<file path="src/hdl/fletcher16_frame_builder_top_assert.svh">
// Assertion macros for the frame builder.
// Each macro takes a label, the clock, the reset, an antecedent, a consequent
// and a message string.
`ifndef FLETCHER16_FRAME_BUILDER_TOP_ASSERT_SVH
`define FLETCHER16_FRAME_BUILDER_TOP_ASSERT_SVH

`ifndef ASSERT_OFF

`define F16FB_ASSERT_IMP(label, clk, rst, ante, cons, msg) \
  label: assert property (@(posedge clk) disable iff (rst) (ante) |-> (cons)) \
    else $error(msg);

`define F16FB_ASSERT_NXT(label, clk, rst, ante, cons, msg) \
  label: assert property (@(posedge clk) disable iff (rst) (ante) |=> (cons)) \
    else $error(msg);

`else

`define F16FB_ASSERT_IMP(label, clk, rst, ante, cons, msg)

`define F16FB_ASSERT_NXT(label, clk, rst, ante, cons, msg)

`endif

`endif

</file>
<file path="src/hdl/f16fb_pkg.sv">
package f16fb_pkg;

  // Command codes
  localparam logic CMD_START   = 1'b0;
  localparam logic CMD_PAYLOAD = 1'b1;

  // Frame overhead: four sync bytes, two length bytes, two check bytes
  localparam int unsigned FRAME_OVERHEAD = 8;

  localparam logic [7:0] SYNC_BYTES [4] = '{8'h55, 8'h4D, 8'h52, 8'h56};

  // Fletcher sums restart here at every frame
  localparam logic [7:0] SUM_INIT = 8'hFF;

  localparam int unsigned QUEUE_DEPTH = 4;
  localparam int unsigned QPTR_W      = $clog2(QUEUE_DEPTH);
  localparam int unsigned QCNT_W      = $clog2(QUEUE_DEPTH + 1);

  // Byte position inside one job; a header with check bytes is the longest
  localparam int unsigned IDX_W = 3;

  typedef enum logic [1:0] {
    JOB_DROP,
    JOB_HEADER,
    JOB_PAYLOAD
  } job_kind_t;

  typedef struct packed {
    logic [7:0] lo;
    logic [7:0] hi;
  } sums_t;

  // One classified command waiting for the back end
  typedef struct packed {
    job_kind_t  kind;
    logic [7:0] b0;    // length low byte or payload byte
    logic [7:0] b1;    // length high byte
    logic       last;  // check bytes follow; also set on drop jobs
    sums_t      sums;
  } job_t;

  typedef struct packed {
    logic [QCNT_W-1:0] count;
    logic              full;
    logic              empty;
  } queue_stat_t;

  // (a + b) mod 255 for a, b up to 255
  function automatic logic [7:0] add_mod255(input logic [7:0] a, input logic [7:0] b);
    logic [8:0] s;
    s = {1'b0, a} + {1'b0, b};
    if (s == 9'd510) begin
      return 8'd0;
    end else if (s >= 9'd255) begin
      return 8'(s - 9'd255);
    end else begin
      return s[7:0];
    end
  endfunction

  function automatic sums_t absorb(input sums_t s, input logic [7:0] b);
    sums_t r;
    r.lo = add_mod255(s.lo, b);
    r.hi = add_mod255(s.hi, r.lo);
    return r;
  endfunction

  function automatic logic [IDX_W-1:0] job_last_idx(input job_t j);
    case (j.kind)
      JOB_DROP:    return IDX_W'(0);
      JOB_HEADER:  return j.last ? IDX_W'(7) : IDX_W'(5);
      JOB_PAYLOAD: return j.last ? IDX_W'(2) : IDX_W'(0);
      default:     return IDX_W'(0);
    endcase
  endfunction

endpackage

</file>
<file path="src/hdl/f16fb_in_if.sv">
interface f16fb_in_if;
  logic        valid;
  logic        ready;
  logic        command;
  logic [15:0] payload_length;
  logic [7:0]  data_byte;

  modport source (output valid, command, payload_length, data_byte, input ready);
  modport sink   (input valid, command, payload_length, data_byte, output ready);
endinterface

</file>
<file path="src/hdl/f16fb_out_if.sv">
interface f16fb_out_if;
  logic       valid;
  logic       ready;
  logic [7:0] out_byte;
  logic       frame_end;
  logic       dropped;

  modport source (output valid, out_byte, frame_end, dropped, input ready);
  modport sink   (input valid, out_byte, frame_end, dropped, output ready);
endinterface

</file>
<file path="src/hdl/fletcher16_frame_builder_top.sv">
// Fletcher-16 frame builder. Each command item is taken while the four-entry
// job queue has room; the front end classifies it (start, payload, or a
// payload with no open frame, which is swallowed) and keeps the running
// Fletcher sums, so the checksum is complete the moment the item is accepted.
// The back end turns each job into output bytes at one byte per cycle while
// the output is ready, through a registered output stage: a payload byte gives
// one byte (three on the last payload byte, adding the low then high check
// byte), a start gives six bytes of sync and length (eight for a zero length
// frame), and an oversize start gives a single zero byte flagged dropped and
// frame_end. Sustained rate is therefore one item per cycle for payload
// streams while the output does not stall, and the queue absorbs up to four
// pending jobs before cmd.ready falls. An accepted job is written into the
// queue and then loaded into the output register before its first byte shows.
module fletcher16_frame_builder_top #(
  parameter int unsigned MAX_FRAME_BYTES = 512
) (
  input  logic          clk,
  input  logic          rst,
  f16fb_in_if.sink      cmd,
  f16fb_out_if.source   stream
);

  `include "fletcher16_frame_builder_top_assert.svh"

  logic                    push_valid;
  logic                    push_ready;
  f16fb_pkg::job_t         push_job;
  logic                    job_valid;
  logic                    pop;
  f16fb_pkg::job_t         job;
  f16fb_pkg::queue_stat_t  q_stat;

  // Classify commands and track the open frame and its sums
  f16fb_front #(
    .MAX_FRAME_BYTES (MAX_FRAME_BYTES)
  ) u_front (
    .clk        (clk),
    .rst        (rst),
    .cmd        (cmd),
    .push_valid (push_valid),
    .push_ready (push_ready),
    .push_job   (push_job)
  );

  // Hold jobs so the front keeps taking items while the output stalls
  f16fb_queue u_queue (
    .clk        (clk),
    .rst        (rst),
    .push_valid (push_valid),
    .push_ready (push_ready),
    .push_job   (push_job),
    .pop_valid  (job_valid),
    .pop        (pop),
    .pop_job    (job),
    .stat       (q_stat)
  );

  // Expand each job into framed bytes
  f16fb_back u_back (
    .clk       (clk),
    .rst       (rst),
    .job_valid (job_valid),
    .job       (job),
    .pop       (pop),
    .stream    (stream)
  );

  // A drop result is always a lone zero byte that closes the frame
  `F16FB_ASSERT_IMP(a_drop_shape, clk, rst, stream.valid && stream.dropped, stream.frame_end && (stream.out_byte == 8'd0), "drop result malformed")

  // An empty queue never stalls the command side
  `F16FB_ASSERT_IMP(a_empty_ready, clk, rst, q_stat.empty, cmd.ready, "ready low with empty queue")

  // The queue occupancy stays within its depth
  `F16FB_ASSERT_NXT(a_queue_bound, clk, rst, 1'b1, q_stat.count <= f16fb_pkg::QCNT_W'(f16fb_pkg::QUEUE_DEPTH), "queue count out of range")

endmodule

</file>
<file path="src/hdl/f16fb_front.sv">
module f16fb_front #(
  parameter int unsigned MAX_FRAME_BYTES = 512
) (
  input  logic              clk,
  input  logic              rst,
  f16fb_in_if.sink          cmd,
  output logic              push_valid,
  input  logic              push_ready,
  output f16fb_pkg::job_t   push_job
);

  logic                in_frame;
  logic [15:0]         bytes_left;
  f16fb_pkg::sums_t    sums;

  logic                in_frame_next;
  logic [15:0]         bytes_left_next;
  f16fb_pkg::sums_t    sums_next;

  logic                accept;
  logic [16:0]         total;
  f16fb_pkg::sums_t    seed;
  f16fb_pkg::sums_t    hdr_sums;
  f16fb_pkg::sums_t    pay_sums;

  assign cmd.ready = push_ready;
  assign accept    = cmd.valid && cmd.ready;

  assign total    = {1'b0, cmd.payload_length} + 17'(f16fb_pkg::FRAME_OVERHEAD);
  assign seed     = '{lo: f16fb_pkg::SUM_INIT, hi: f16fb_pkg::SUM_INIT};
  assign hdr_sums = f16fb_pkg::absorb(f16fb_pkg::absorb(seed, cmd.payload_length[7:0]),
                                      cmd.payload_length[15:8]);
  assign pay_sums = f16fb_pkg::absorb(sums, cmd.data_byte);

  always_comb begin
    in_frame_next   = in_frame;
    bytes_left_next = bytes_left;
    sums_next       = sums;
    push_valid      = 1'b0;
    push_job        = '{kind: f16fb_pkg::JOB_DROP, b0: 8'd0, b1: 8'd0, last: 1'b0,
                        sums: '0};
    if (accept) begin
      if (cmd.command == f16fb_pkg::CMD_START) begin
        push_valid = 1'b1;
        if (total > 17'(MAX_FRAME_BYTES)) begin
          // oversize: close any open frame
          in_frame_next   = 1'b0;
          bytes_left_next = 16'd0;
          push_job.last   = 1'b1;
        end else begin
          in_frame_next   = (cmd.payload_length != 16'd0);
          bytes_left_next = cmd.payload_length;
          sums_next       = hdr_sums;
          push_job.kind   = f16fb_pkg::JOB_HEADER;
          push_job.b0     = cmd.payload_length[7:0];
          push_job.b1     = cmd.payload_length[15:8];
          push_job.last   = (cmd.payload_length == 16'd0);
          push_job.sums   = hdr_sums;
        end
      end else if (in_frame) begin
        push_valid      = 1'b1;
        bytes_left_next = bytes_left - 16'd1;
        in_frame_next   = (bytes_left != 16'd1);
        sums_next       = pay_sums;
        push_job.kind   = f16fb_pkg::JOB_PAYLOAD;
        push_job.b0     = cmd.data_byte;
        push_job.last   = (bytes_left == 16'd1);
        push_job.sums   = pay_sums;
      end
    end
  end

  always_ff @(posedge clk) begin
    if (rst) begin
      in_frame   <= 1'b0;
      bytes_left <= 16'd0;
      sums       <= '0;
    end else begin
      in_frame   <= in_frame_next;
      bytes_left <= bytes_left_next;
      sums       <= sums_next;
    end
  end

endmodule

</file>
<file path="src/hdl/f16fb_queue.sv">
module f16fb_queue (
  input  logic                    clk,
  input  logic                    rst,
  input  logic                    push_valid,
  output logic                    push_ready,
  input  f16fb_pkg::job_t         push_job,
  output logic                    pop_valid,
  input  logic                    pop,
  output f16fb_pkg::job_t         pop_job,
  output f16fb_pkg::queue_stat_t  stat
);

  f16fb_pkg::job_t                   mem [f16fb_pkg::QUEUE_DEPTH];
  logic [f16fb_pkg::QPTR_W-1:0]      wr_ptr;
  logic [f16fb_pkg::QPTR_W-1:0]      rd_ptr;
  logic [f16fb_pkg::QCNT_W-1:0]      count;
  logic                              do_push;
  logic                              do_pop;

  assign stat.count = count;
  assign stat.full  = (count == f16fb_pkg::QCNT_W'(f16fb_pkg::QUEUE_DEPTH));
  assign stat.empty = (count == '0);

  assign push_ready = !stat.full;
  assign pop_valid  = !stat.empty;
  assign pop_job    = mem[rd_ptr];

  assign do_push = push_valid && push_ready;
  assign do_pop  = pop && pop_valid;

  always_ff @(posedge clk) begin
    if (do_push) begin
      mem[wr_ptr] <= push_job;
    end
  end

  always_ff @(posedge clk) begin
    if (rst) begin
      wr_ptr <= '0;
      rd_ptr <= '0;
      count  <= '0;
    end else begin
      if (do_push) begin
        wr_ptr <= wr_ptr + 1'b1;
      end
      if (do_pop) begin
        rd_ptr <= rd_ptr + 1'b1;
      end
      case ({do_push, do_pop})
        2'b10:   count <= count + 1'b1;
        2'b01:   count <= count - 1'b1;
        default: count <= count;
      endcase
    end
  end

endmodule

</file>
<file path="src/hdl/f16fb_back.sv">
module f16fb_back (
  input  logic              clk,
  input  logic              rst,
  input  logic              job_valid,
  input  f16fb_pkg::job_t   job,
  output logic              pop,
  f16fb_out_if.source       stream
);

  logic [f16fb_pkg::IDX_W-1:0] idx;
  logic [f16fb_pkg::IDX_W-1:0] last_idx;
  logic                        load;
  logic [7:0]                  byte_sel;
  logic                        end_sel;
  logic                        drop_sel;

  logic                        out_valid;
  logic [7:0]                  out_byte;
  logic                        frame_end;
  logic                        dropped;

  assign last_idx = f16fb_pkg::job_last_idx(job);
  assign load     = job_valid && (!out_valid || stream.ready);
  assign pop      = load && (idx == last_idx);

  always_comb begin
    byte_sel = 8'd0;
    drop_sel = 1'b0;
    end_sel  = (idx == last_idx) && job.last;
    case (job.kind)
      f16fb_pkg::JOB_DROP: begin
        drop_sel = 1'b1;
        end_sel  = 1'b1;
      end
      f16fb_pkg::JOB_HEADER: begin
        case (idx)
          3'd4:    byte_sel = job.b0;
          3'd5:    byte_sel = job.b1;
          3'd6:    byte_sel = job.sums.lo;
          3'd7:    byte_sel = job.sums.hi;
          default: byte_sel = f16fb_pkg::SYNC_BYTES[idx[1:0]];
        endcase
      end
      f16fb_pkg::JOB_PAYLOAD: begin
        case (idx)
          3'd1:    byte_sel = job.sums.lo;
          3'd2:    byte_sel = job.sums.hi;
          default: byte_sel = job.b0;
        endcase
      end
      default: begin
        byte_sel = 8'd0;
      end
    endcase
  end

  always_ff @(posedge clk) begin
    if (rst) begin
      out_valid <= 1'b0;
      idx       <= '0;
    end else begin
      if (load) begin
        out_valid <= 1'b1;
        idx       <= pop ? '0 : idx + 1'b1;
      end else if (stream.ready) begin
        out_valid <= 1'b0;
      end
    end
  end

  always_ff @(posedge clk) begin
    if (load) begin
      out_byte  <= byte_sel;
      frame_end <= end_sel;
      dropped   <= drop_sel;
    end
  end

  assign stream.valid     = out_valid;
  assign stream.out_byte  = out_byte;
  assign stream.frame_end = frame_end;
  assign stream.dropped   = dropped;

endmodule
</file>
<file path="src/flat_wrapper.sv">
// flat-port wrapper written by rule: the top's interface ports become plain ports
module fletcher16_frame_builder_top_flat 
#(
  parameter int unsigned MAX_FRAME_BYTES = 512
)
  (clk, rst, cmd_valid, cmd_command, cmd_payload_length, cmd_data_byte, cmd_ready, stream_valid, stream_out_byte, stream_frame_end, stream_dropped, stream_ready);
  f16fb_in_if cmd_i ();
  f16fb_out_if stream_i ();
  input  logic clk;
  input  logic rst;
  input wire logic [$bits(cmd_i.valid)-1:0] cmd_valid;
  input wire logic [$bits(cmd_i.command)-1:0] cmd_command;
  input wire logic [$bits(cmd_i.payload_length)-1:0] cmd_payload_length;
  input wire logic [$bits(cmd_i.data_byte)-1:0] cmd_data_byte;
  output wire logic [$bits(cmd_i.ready)-1:0] cmd_ready;
  output wire logic [$bits(stream_i.valid)-1:0] stream_valid;
  output wire logic [$bits(stream_i.out_byte)-1:0] stream_out_byte;
  output wire logic [$bits(stream_i.frame_end)-1:0] stream_frame_end;
  output wire logic [$bits(stream_i.dropped)-1:0] stream_dropped;
  input wire logic [$bits(stream_i.ready)-1:0] stream_ready;
  assign cmd_i.valid = cmd_valid;
  assign cmd_i.command = cmd_command;
  assign cmd_i.payload_length = cmd_payload_length;
  assign cmd_i.data_byte = cmd_data_byte;
  assign cmd_ready = cmd_i.ready;
  assign stream_valid = stream_i.valid;
  assign stream_out_byte = stream_i.out_byte;
  assign stream_frame_end = stream_i.frame_end;
  assign stream_dropped = stream_i.dropped;
  assign stream_i.ready = stream_ready;
  fletcher16_frame_builder_top #(.MAX_FRAME_BYTES(MAX_FRAME_BYTES)) u_core (.clk(clk), .rst(rst), .cmd(cmd_i), .stream(stream_i));
endmodule
</file>
<file path="config.mk">
export PLATFORM = sky130hd
export DESIGN_NAME = fletcher16_frame_builder_top_flat
export DESIGN_NICKNAME = d
export VERILOG_FILES = /design/src/hdl/f16fb_pkg.sv /design/src/hdl/f16fb_in_if.sv /design/src/hdl/f16fb_out_if.sv /design/src/hdl/fletcher16_frame_builder_top.sv /design/src/hdl/f16fb_front.sv /design/src/hdl/f16fb_queue.sv /design/src/hdl/f16fb_back.sv /design/src/flat_wrapper.sv
export VERILOG_INCLUDE_DIRS = /design/src /design/src/hdl
export SDC_FILE = /design/constraint.sdc
export NUM_CORES = 1
export LEC_CHECK = 0
export ABC_AREA = 1
export BUFFER_PORTS_ARGS = -buffer_cell sky130_fd_sc_hd__buf_2
export CAP_MARGIN = 20
export CORE_MARGIN = 3
export CORE_UTILIZATION = 55
export CTS_CLUSTER_SIZE = 8
export DETAILED_ROUTE_END_ITERATION = 6
export PLACE_DENSITY = 0.83
export SETUP_SLACK_MARGIN = 0.05
export SLEW_MARGIN = 10
export SYNTH_ARGS = -nofsm -noshare
export SYNTH_HDL_FRONTEND = slang
export SYNTH_SLANG_ARGS = --single-unit
</file>
<file path="constraint.sdc">
create_clock -name clk -period 6.85 [get_ports clk]
set_clock_uncertainty 0.15 [all_clocks]
set_input_delay 0.3425 -clock clk [delete_from_list [all_inputs] [get_ports clk]]
set_output_delay 0.3425 -clock clk [all_outputs]
set_load 0.02 [all_outputs]
</file>
==> flow_summary_export.csv, run 1 <==
group,metric,value,unit
logic_synthesis,synthXorXnorAreaFrac,0.0374,
logic_synthesis,synth-adder-area-share,0.0725,
floorplan,chipWidth,156,um
global_route,grt_pass1_wl,50.8,mm
clock_tree,clk_latency,0.44,ns
worst_setup_path,arrival,6.35,ns
job,drv_cap,0,
placement,gp_congestion,0.948,
global_route,antenna_found_initial,0,
global_route,grt_max_degree,55,
floorplan,io_pins,41,
final_layout,stdcell_area,0.0138,sq mm
logic_synthesis,synthFlopType,"edfxtp_1",
timing,fin_crit_sh,0.910,
routing,drtIter0Drc,922,
worst_setup_path,worst_path_most_repeated_cell,"nand2_1",
clock_tree,h-tree-depth,4,
final_layout,area_growth,11.0,%
routing,wirelength,31.2,mm
placement,dpl.hpwl,22.4,mm
placement,dpl_worst_slack,-0.178,ns
final_layout,fin_nets,1658,
floorplan,die_height,156,um
final_layout,mostFrequentLayoutCells,"nand2_1, inv_1, edfxtp_1, a21oi_1, nor2_1",
global_route,grt_overflow,0,
floorplan,rows,54,
logic_synthesis,yosysWarnings,0,
worst_setup_path,cpPeakStageDelay,0.44,ns
clock_tree,cts_setup_buffers,0,
timing,tightest_slew,0.851,ns
floorplan,dieArea,0.0244,sq mm
clock_tree,path_clk_slew,0.06,ns
worst_setup_path,cpMaxStageDelayCell,"fa_1",
final_layout,final_util,0.626,
logic_synthesis,synth_top_area_frac,0.363,
logic_synthesis,yosysTopAreaCell,"edfxtp_1",
timing,fmax,160,MHz
routing,dr.pass1.iters,7,
worst_setup_path,cp_max_fo,8,
logic_synthesis,synth_simple_gate_area_frac,0.251,
routing,ant_nets,0,
clock_tree,cts_buffers,17,
routing,route.vias.total,10838,
placement,placed_area,0.0131,sq mm
placement,io_buffers,40,
logic_synthesis,yosys-top-cells-area,"edfxtp_1, nand2_1, dfxtp_1",
logic_synthesis,syn_area_per_cell,8.30,sq um
routing,drc,0,
timing,final.setup.worst_slack,0.614,ns
worst_setup_path,crit_type,"primary input to flop",
global_route,grt_usage,0.257,
logic_synthesis,muxShareOfSynthArea,0,
clock_tree,clock_path_buffers,2,
worst_setup_path,critPathLaunchType,"primary input",
routing,wl_per_cell,16.8,um
clock_tree,cts_tree,"done",
final_layout,fillers,1831,
hold_path,hold_class,"primary input to flop",
power,ir_drop,204,uV
timing,slew_violations,0,
floorplan,core_area,0.0220,sq mm
timing,layout_min_cycle_time,6.24,ns
logic_synthesis,synth_edf_count,150,
timing,finalSetupViolations,0,
timing,finalHoldViolCount,0,
logic_synthesis,syn_inst,1496,
logic_synthesis,async_reset_ff_frac,0,
timing,slew_headroom,0.431,
final_layout,multi_input_area,0.00627,sq mm
logic_synthesis,synth_area,0.0124,sq mm
clock_tree,postCtsHoldBufs,0,
routing,via_per_inst,5.85,
final_layout,drive_above_1_share,0.0985,
clock_tree,clockRootBuffer,"clkbuf_16",
worst_setup_path,worstPathRequired,6.96,ns
floorplan,floorplan.initialDensity,0.564,
run_status,status,"finished, final reports clean",
worst_setup_path,endpoint_kind,"flop",
logic_synthesis,synth_top_family_by_area,"simple AND/OR/NAND/NOR gates",
power,cellPowerDensity,300,mW/mm^2
final_layout,final_common_cell,"nand2_1",
logic_synthesis,yosys.cell_types.count,63,
global_route,grt_pass1_vias,10466,
final_layout,seq_area,0.00543,sq mm
power,p_leak,6.14,nW
timing,rsz0062_at_grt,"false",
logic_synthesis,yosysSeqAreaShare,0.437,
logic_synthesis,synth_compound_area_frac,0.131,
clock_tree,cts.sinks,196,
logic_synthesis,ys_ff_latch,196,
## synth_stat cells (all sizes together), types with 29 or more instances
cell type and number:
xor2 29, inv 177, clkbuf 33, o21ai 71
nand4 56, a21oi 117, nor2 121, nand3 101
dfxtp 46, edfxtp 150, ha 64, nand2 368
## stage by stage
| step | hold slack, ns | TNS, ns | power [mW] | cells |
|---|---|---|---|---|
| after detailed placement | 0.320 | -2.34 | 3.15 | 1819 |
| after CTS | 0.0815 | 0 | 4.10 | 1851 |
| after floorplan | 0.286 | 0 | 2.72 | 1519 |
| after global placement | 0.304 | 0 | 3.09 | 1814 |
| after global routing | 0.106 | 0 | 4.39 | 1853 |
| final | 0.0956 | 0 | 4.14 | 1854 |
## worst paths after layout
kind | startpoint | endpoint | slack (ns) | cells after the start
max reg2reg | u_core.u_front.sums[8] | u_core.u_queue.mem[0][5] | 0.96 | 25
min | cmd_payload_length[9] | u_core.u_front.bytes_left[9] | 0.1 | 3
min reg2reg | u_core.u_queue.rd_ptr[1] | flop | 0.34 | 2
max | cmd_payload_length[0] | u_core.u_queue.mem[0][1] | 0.61 | 38
## final cells by class
cell class                      count  share of cell area
Tap cell                          280              0.0254
Clock buffer                       22              0.0322
Clock inverter                     10             0.00808
Antenna cell                        1            0.000181
Sequential cell                   196               0.394
Inverter                          182              0.0499
Timing Repair Buffer               65              0.0360
Multi-Input combinational cell   1098               0.455
## logic make-up (layout without fill, tap and decap cells)
family          count (synthesis)  count (layout)
simple gates                  683             683
compound gates                272             272
buf+inv                       225             279
flops                         196             196
fa+ha+maj                      69              69
xor+xnor                       50              50
other cells                     1              25
## report_power, final
group | switching [mW] | total [mW] | leakage, nW | internal (mW)
registers | 0.0721 | 1.51 | 1.77 | 1.44
clock network | 0.420 | 0.954 | 0.254 | 0.534
logic | 1.11 | 1.68 | 4.12 | 0.567
total | 1.60 | 4.14 | 6.14 | 2.54
## registers in the layout, summed over array words and instances, names as in the netlist, named ones only
signal	cells
u_core.u_queue.count	3
u_core.u_back.idx	3
u_core.u_queue.rd_ptr	2
u_core.u_front.sums	16
u_core.u_back.stream.valid	1
u_core.u_back.stream.dropped	1
u_core.u_queue.wr_ptr	2
u_core.u_front.in_frame	1
u_core.u_queue.mem	140
u_core.u_back.stream.frame_end	1
u_core.u_back.stream.out_byte	8
u_core.u_front.bytes_left	16
## worst max-delay path: cells and delay by family
family / cells / cell delay [ns]
and+or+nand+nor: 22 / 2.93
adders and majority gates: 5 / 1.43
buffers and inverters: 8 / 0.79
xor gates and xnor gates: 1 / 0.39
AOI/OAI and AO/OA: 2 / 0.44
## layer usage
metal,up-vias,part of all wire,wire length [um],track usage
met5,-,0,0,0
met1,5066,0.40,12600,0.322
li1,5246,-,-,-
met3,68,0.064,2010,0.0357
met4,0,0.026,798,0.0875
met2,458,0.51,15800,0.457
## what timing repair did
action	in CTS	in global routing
endpoints found under the setup margin	0	40
hold endpoints to repair	0	0
resized for setup	0	10
No activity file was read; power rests on OpenSTA's default activity.
==> run 2, diff against run 1 <==
Settings changed: CORE_ASPECT_RATIO from default to 1.2.
Clock period 6.85 ns to 8 ns, I/O delays scaled along.
==> run 2 against run 1 <==
Effect of this change:
- worst hold slack better by 0.043 ns
- design area down 1.1%
- combinational power down 17%
==> flow_summary_export.csv, run 2 (synthesis gave the netlist of run 1 again) <==
group,metric,value,unit
placement,dpl_worst_slack,0.470,ns
worst_setup_path,rr_endpoint,"u_core.u_queue.mem[3][0]",
floorplan,core_area,0.0219,sq mm
floorplan,die_height,171,um
worst_setup_path,rrSetupSlack,1.99,ns
worst_setup_path,worstPathRequired,8.08,ns
floorplan,rows,59,
final_layout,final_common_cell,"nand2_1",
global_route,grt_max_degree,61,
worst_setup_path,cpMaxStageDelayCell,"fa_1",
global_route,gr-usage-met1,0.301,
global_route,grt_overflow,0,
clock_tree,cts.sinks,196,
timing,finalSetupViolations,0,
clock_tree,cts_buffers,17,
timing,fin_crit_sh,0.891,
timing,fmax,140,MHz
final_layout,n_antenna_cell,0,
placement,io_buffers,40,
power,ir_drop,207,uV
floorplan,dieArea,0.0244,sq mm
worst_setup_path,critPathTopFamily,"simple AND/OR/NAND/NOR gates",
final_layout,fin_nets,1644,
worst_setup_path,critPathLaunchType,"primary input",
worst_setup_path,ff2ff_path_depth,25,
final_layout,final_util,0.622,
global_route,grt_pass1_wl,49.9,mm
hold_path,min_path_cells,3,
hold_path,worstHoldStart,"cmd_payload_length[6]",
power,p_leak,6.10,nW
floorplan,chipWidth,143,um
timing,slew_headroom,0.253,
hold_path,min_to,"u_core.u_front.bytes_left[6]",
power,finalPower,3.55,mW
global_route,grt_pass1_vias,10466,
worst_setup_path,endpoint_kind,"flop",
clock_tree,h-tree-depth,4,
job,drv_cap,0,
placement,gp_congestion,0.962,
worst_setup_path,crit_type,"primary input to flop",
timing,slew_violations,0,
timing,finalHoldViolCount,0,
worst_setup_path,path_buf_inv,8,
timing,tightest_slew,1.12,ns
floorplan,io_pins,41,
final_layout,fillers,1755,
routing,ant_nets,0,
routing,dr.pass1.iters,5,
final_layout,largest_register,"u_core.u_queue.mem",
routing,drtIter0Drc,757,
routing,route.vias.total,10799,
worst_setup_path,cpPeakStageDelay,0.41,ns
run_status,status,"finished, final reports clean",
worst_setup_path,cp_max_fo,9,
floorplan,floorplan.initialDensity,0.567,
final_layout,top_regs,"u_core.u_queue.mem: 140 flops, u_core.u_front.bytes_left: 16 flops, u_core.u_front.sums: 16 flops",
timing,fin_setup_tns,0,ns
clock_tree,path_clk_slew,0.08,ns
worst_setup_path,arrival,7.22,ns
routing,via_per_inst,5.89,
final_layout,area_growth,9.81,%
hold_path,hold_class,"primary input to flop",
timing,rsz0062_at_grt,"false",
clock_tree,clock_path_buffers,2,
clock_tree,clockRootBuffer,"clkbuf_16",
global_route,gr-usage-met3,0.0363,
timing,layout_min_cycle_time,7.13,ns
clock_tree,cts_setup_buffers,0,
global_route,top_usage_layer,"met2",
final_layout,largest_register_ffs,140,
routing,wirelength,31.2,mm
placement,dpl.hpwl,21.5,mm
global_route,grt_usage,0.255,
timing,final.setup.worst_slack,0.868,ns
power,cellPowerDensity,260,mW/mm^2
final_layout,stdcell_area,0.0136,sq mm
placement,placed_area,0.0129,sq mm
worst_setup_path,worstReg2RegStart,"u_core.u_front.sums[8]",
final_layout,drive_above_1_share,0.0904,
final_layout,mostFrequentLayoutCells,"nand2_1, inv_1, edfxtp_1, a21oi_1, nor2_1",
global_route,met2_usage,0.459,
routing,wl_per_cell,17.0,um
clock_tree,clk_latency,0.44,ns
routing,drc,0,
clock_tree,postCtsHoldBufs,0,
clock_tree,cts_tree,"done",
global_route,antenna_found_initial,1,
## run 2: worst max path at each step
stage                                      from                       end  slack, ns  cells after the start
after floorplan           cmd_payload_length[0]  u_core.u_queue.mem[0][0]       1.65                     36
after global placement    cmd_payload_length[0]  u_core.u_queue.mem[0][5]       0.88                     37
after detailed placement  cmd_payload_length[0]  u_core.u_queue.mem[0][5]       0.47                     37
after CTS                 cmd_payload_length[0]  u_core.u_queue.mem[3][0]       0.90                     37
after global routing      cmd_payload_length[0]  u_core.u_queue.mem[3][5]       0.13                     37
final                     cmd_payload_length[0]  u_core.u_queue.mem[3][0]       0.87                     37
## run 2: area by class of cell
cell class | instances | area (sq um) | area share
multi-input cells | 1098 | 6240 | 0.458
flip-flops and latches | 196 | 5430 | 0.398
well taps | 274 | 343 | 0.0251
clock buffers | 17 | 425 | 0.0312
clock inverters | 15 | 165 | 0.0121
inverters | 182 | 688 | 0.0504
repair buffers | 51 | 348 | 0.0255
## run 2: repair_timing
action,in CTS,in global routing
resized for setup,0,2
endpoints found under the setup margin,0,8
hold endpoints to repair,0,0
## run 2: metal layers
metal  vias to the layer above  part of all wire
met5                         -           0.00042
met4                         2             0.041
met2                       429              0.51
met1                      5038              0.39
li1                       5226                 -
met3                       104             0.056
## run 2: report_power, final
part           internal, mW  switching, mW
sequential             1.23         0.0728
combinational         0.468          0.937
clock                 0.418          0.422
total                  2.12           1.43
## run 2: tightest hold or removal path: cells and delay by family
| kind | cells | cell delay [ns] |
|---|---|---|
| AOI/OAI and AO/OA | 1 | 0.06 |
| buffers and inverters | 1 | 0.14 |
| and+or+nand+nor | 1 | 0.09 |
## run 2: per-stage QoR
stage          hold WS [ns]  std cells
2_1_floorplan         0.286       1519
4_1_cts               0.139       1829
3_5_place_dp          0.310       1797
3_3_place_gp          0.306       1797
5_1_grt               0.152       1833
6_report              0.139       1833
==> run 3, diff against run 2 <==
Settings changed: ABC_AREA 1 to 0.
==> run 3 against run 2 <==
Effect of this change:
- count of clock-buffer cells in the layout stayed put
- die area down 0.12%
- combinational power is 15% lower
- sequential power down 6%
- non-clock buffer count grew 12
- synthesized cell count is 20% lower
- critical path depth fell by 8
- total power fell by 9.1%
- register-to-register slack worse by 0.69 ns
- global-route usage about the same
==> flow_summary_export.csv, run 3 <==
group,metric,value,unit
logic_synthesis,ys_ff_latch,196,
floorplan,core_area,0.0219,sq mm
logic_synthesis,synth.most_common_cell,"edfxtp_1",
final_layout,mostFrequentLayoutCells,"edfxtp_1, nand2_1, nor2_1, a21oi_1, ha_1",
clock_tree,cts_tree,"done",
logic_synthesis,syn_inst,1200,
timing,finalHoldViolCount,0,
logic_synthesis,yosysTopAreaCell,"edfxtp_1",
final_layout,final_util,0.621,
power,clockPowerShare,0.252,
power,cellPowerDensity,237,mW/mm^2
power,p_int,2.06,mW
final_layout,n_antenna_cell,0,
logic_synthesis,yosys.cell_types.count,87,
clock_tree,clockRootBuffer,"clkbuf_16",
power,pwr-share-comb,0.369,
worst_setup_path,critPathLaunchType,"primary input",
floorplan,die_height,171,um
routing,dr.pass1.iters,5,
global_route,grt_overflow,0,
worst_setup_path,cpMaxStageDelayCell,"or4b_4",
power,p_switching,1.16,mW
power,finalPower,3.22,mW
logic_synthesis,synth_edf_count,150,
clock_tree,clock_path_buffers,2,
final_layout,final_common_cell,"edfxtp_1",
job,drv_cap,0,
floorplan,dieArea,0.0244,sq mm
worst_setup_path,worst_path_most_repeated_cell,"ha_1",
final_layout,drive_above_1_share,0.136,
placement,gp_congestion,0.900,
worst_setup_path,worstReg2RegStart,"u_core.u_front.sums[8]",
worst_setup_path,endpoint_kind,"flop",
worst_setup_path,rr_endpoint,"u_core.u_queue.mem[0][4]",
routing,ant_nets,0,
global_route,antenna_found_initial,1,
power,p_leak,4.99,nW
timing,fin_crit_sh,0.927,
hold_path,hold_class,"primary input to flop",
clock_tree,cts.sinks,196,
logic_synthesis,yosys-top-cells-area,"edfxtp_1, dfxtp_1, ha_1",
floorplan,floorplan.initialDensity,0.566,
clock_tree,h-tree-depth,4,
routing,wirelength,30.5,mm
worst_setup_path,cp_max_fo,7,
final_layout,largest_register_ffs,140,
worst_setup_path,arrival,7.42,ns
timing,rsz0062_at_grt,"false",
timing,layout_min_cycle_time,7.42,ns
final_layout,largest_register,"u_core.u_queue.mem",
routing,drc,0,
clock_tree,clk_latency,0.44,ns
timing,finalSetupViolations,0,
final_layout,fin_nets,1356,
placement,dpl_worst_slack,-0.0842,ns
logic_synthesis,async_reset_ff_frac,0,
routing,via_per_inst,6.40,
timing,slew_headroom,0.264,
global_route,grt_pass1_vias,9641,
clock_tree,postCtsHoldBufs,0,
routing,drtIter0Drc,879,
routing,wl_per_cell,19.7,um
worst_setup_path,ff2ff_path_depth,21,
clock_tree,path_clk_slew,0.07,ns
global_route,grt_usage,0.255,
timing,final.setup.worst_slack,0.585,ns
timing,hold_ws,0.0929,ns
worst_setup_path,crit_type,"primary input to flop",
timing,fin_setup_tns,0,ns
worst_setup_path,worstPathRequired,8.00,ns
hold_path,worstHoldStart,"stream_ready",
timing,fmax,135,MHz
worst_setup_path,rrSetupSlack,1.30,ns
run_status,status,"finished, final reports clean",
logic_synthesis,yosysWarnings,0,
timing,slew_violations,0,
global_route,grt_max_degree,52,
logic_synthesis,synth_top_area_frac,0.363,
logic_synthesis,yosysSeqAreaShare,0.437,
hold_path,min_path_cells,4,
placement,dpl.hpwl,21.8,mm
global_route,grt_pass1_wl,49.2,mm
final_layout,area_growth,9.71,%
floorplan,io_pins,41,
power,ir_drop,138,uV
timing,tightest_slew,1.10,ns
final_layout,top_regs,"u_core.u_queue.mem: 140 flops, u_core.u_front.bytes_left: 16 flops, u_core.u_front.sums: 16 flops",
hold_path,min_to,"u_core.u_back.stream.valid",
floorplan,chipWidth,143,um
worst_setup_path,cpPeakStageDelay,0.50,ns
logic_synthesis,syn_area_per_cell,10.3,sq um
power,pwr-share-seq,0.379,
floorplan,rows,59,
placement,io_buffers,40,
clock_tree,cts_buffers,17,
logic_synthesis,synthFlopType,"edfxtp_1",
power,switching_share,0.360,
routing,route.vias.total,9889,
logic_synthesis,synth_area,0.0124,sq mm
logic_synthesis,yosys-top-cells-count,"edfxtp_1, nand2_1, nor2_1",
==> run 3: metal layers <==
| metal | global-route usage | vias up | routed length (um) |
|---|---|---|---|
| li1 | - | 4689 | - |
| met1 | 0.311 | 4769 | 11900 |
| met2 | 0.458 | 359 | 15700 |
| met3 | 0.0372 | 70 | 1800 |
| met4 | 0.0930 | 2 | 1080 |
| met5 | 0 | - | 13 |
==> run 3: power groups by stage <==
stage / Combinational [mW] / Clock [mW] / Sequential [mW]
2_1_floorplan: 0.845 / 0 / 1.27
3_3_place_gp: 1.14 / 0 / 1.24
3_5_place_dp: 1.16 / 0 / 1.24
4_1_cts: 1.18 / 0.822 / 1.22
5_1_grt: 1.32 / 0.856 / 1.23
6_report: 1.19 / 0.813 / 1.22
==> run 3: cell type report <==
type / instances / area, sq um
clock buffer: 17 / 425
fill: 1730 / 8310
inverter: 55 / 206
clock inverter: 15 / 141
multi-input combinational: 925 / 6700
timing repair buffer: 63 / 373
sequential: 196 / 5430
tap: 274 / 343
==> run 3: repair_timing <==
item                                    in CTS  in global routing
buffers inserted                             0                  0
resized for setup                            0                 11
endpoints found under the setup margin       0                 40
==> run 3: worst max-delay path, delay by kind of cell <==
family          cells  cell delay (ns)
compound gates     12             3.10
simple gates        9             2.18
fa+ha+maj           4             1.12
buf+inv             3             0.31
mux                 1             0.30
==> run 3: per-stage QoR <==
stage,cells,area (sq um)
finish,1545,13600
global route,1545,13600
CTS,1545,13600
detailed placement,1513,13000
global placement,1513,13000
floorplan,1223,12500
==> run 3: kinds of logic after synthesis <==
group                    Yosys count  synth area share
buffers and inverters            102            0.0322
other                              1          0.000302
XOR/XNOR                          43            0.0304
AND/OR/NAND/NOR                  408             0.166
AO/OA/AOI/OAI                    334             0.187
flip-flops                       196             0.437
multiplexers                      47            0.0741
adder cells (fa/ha/maj)           69            0.0726
==> run 3: how the worst max path moves through the flow <==
stage	from	endpoint	slack, ns	cells past startpoint
floorplan	cmd_payload_length[0]	u_core.u_queue.mem[0][1]	0.45	28
global placement	cmd_payload_length[1]	u_core.u_queue.mem[0][3]	0.22	30
detailed placement	cmd_payload_length[1]	u_core.u_queue.mem[3][3]	-0.08	30
CTS	cmd_payload_length[1]	u_core.u_queue.mem[3][3]	0.37	30
global route	cmd_payload_length[1]	u_core.u_queue.mem[0][1]	0.009	28
finish	cmd_payload_length[1]	u_core.u_queue.mem[0][6]	0.58	29
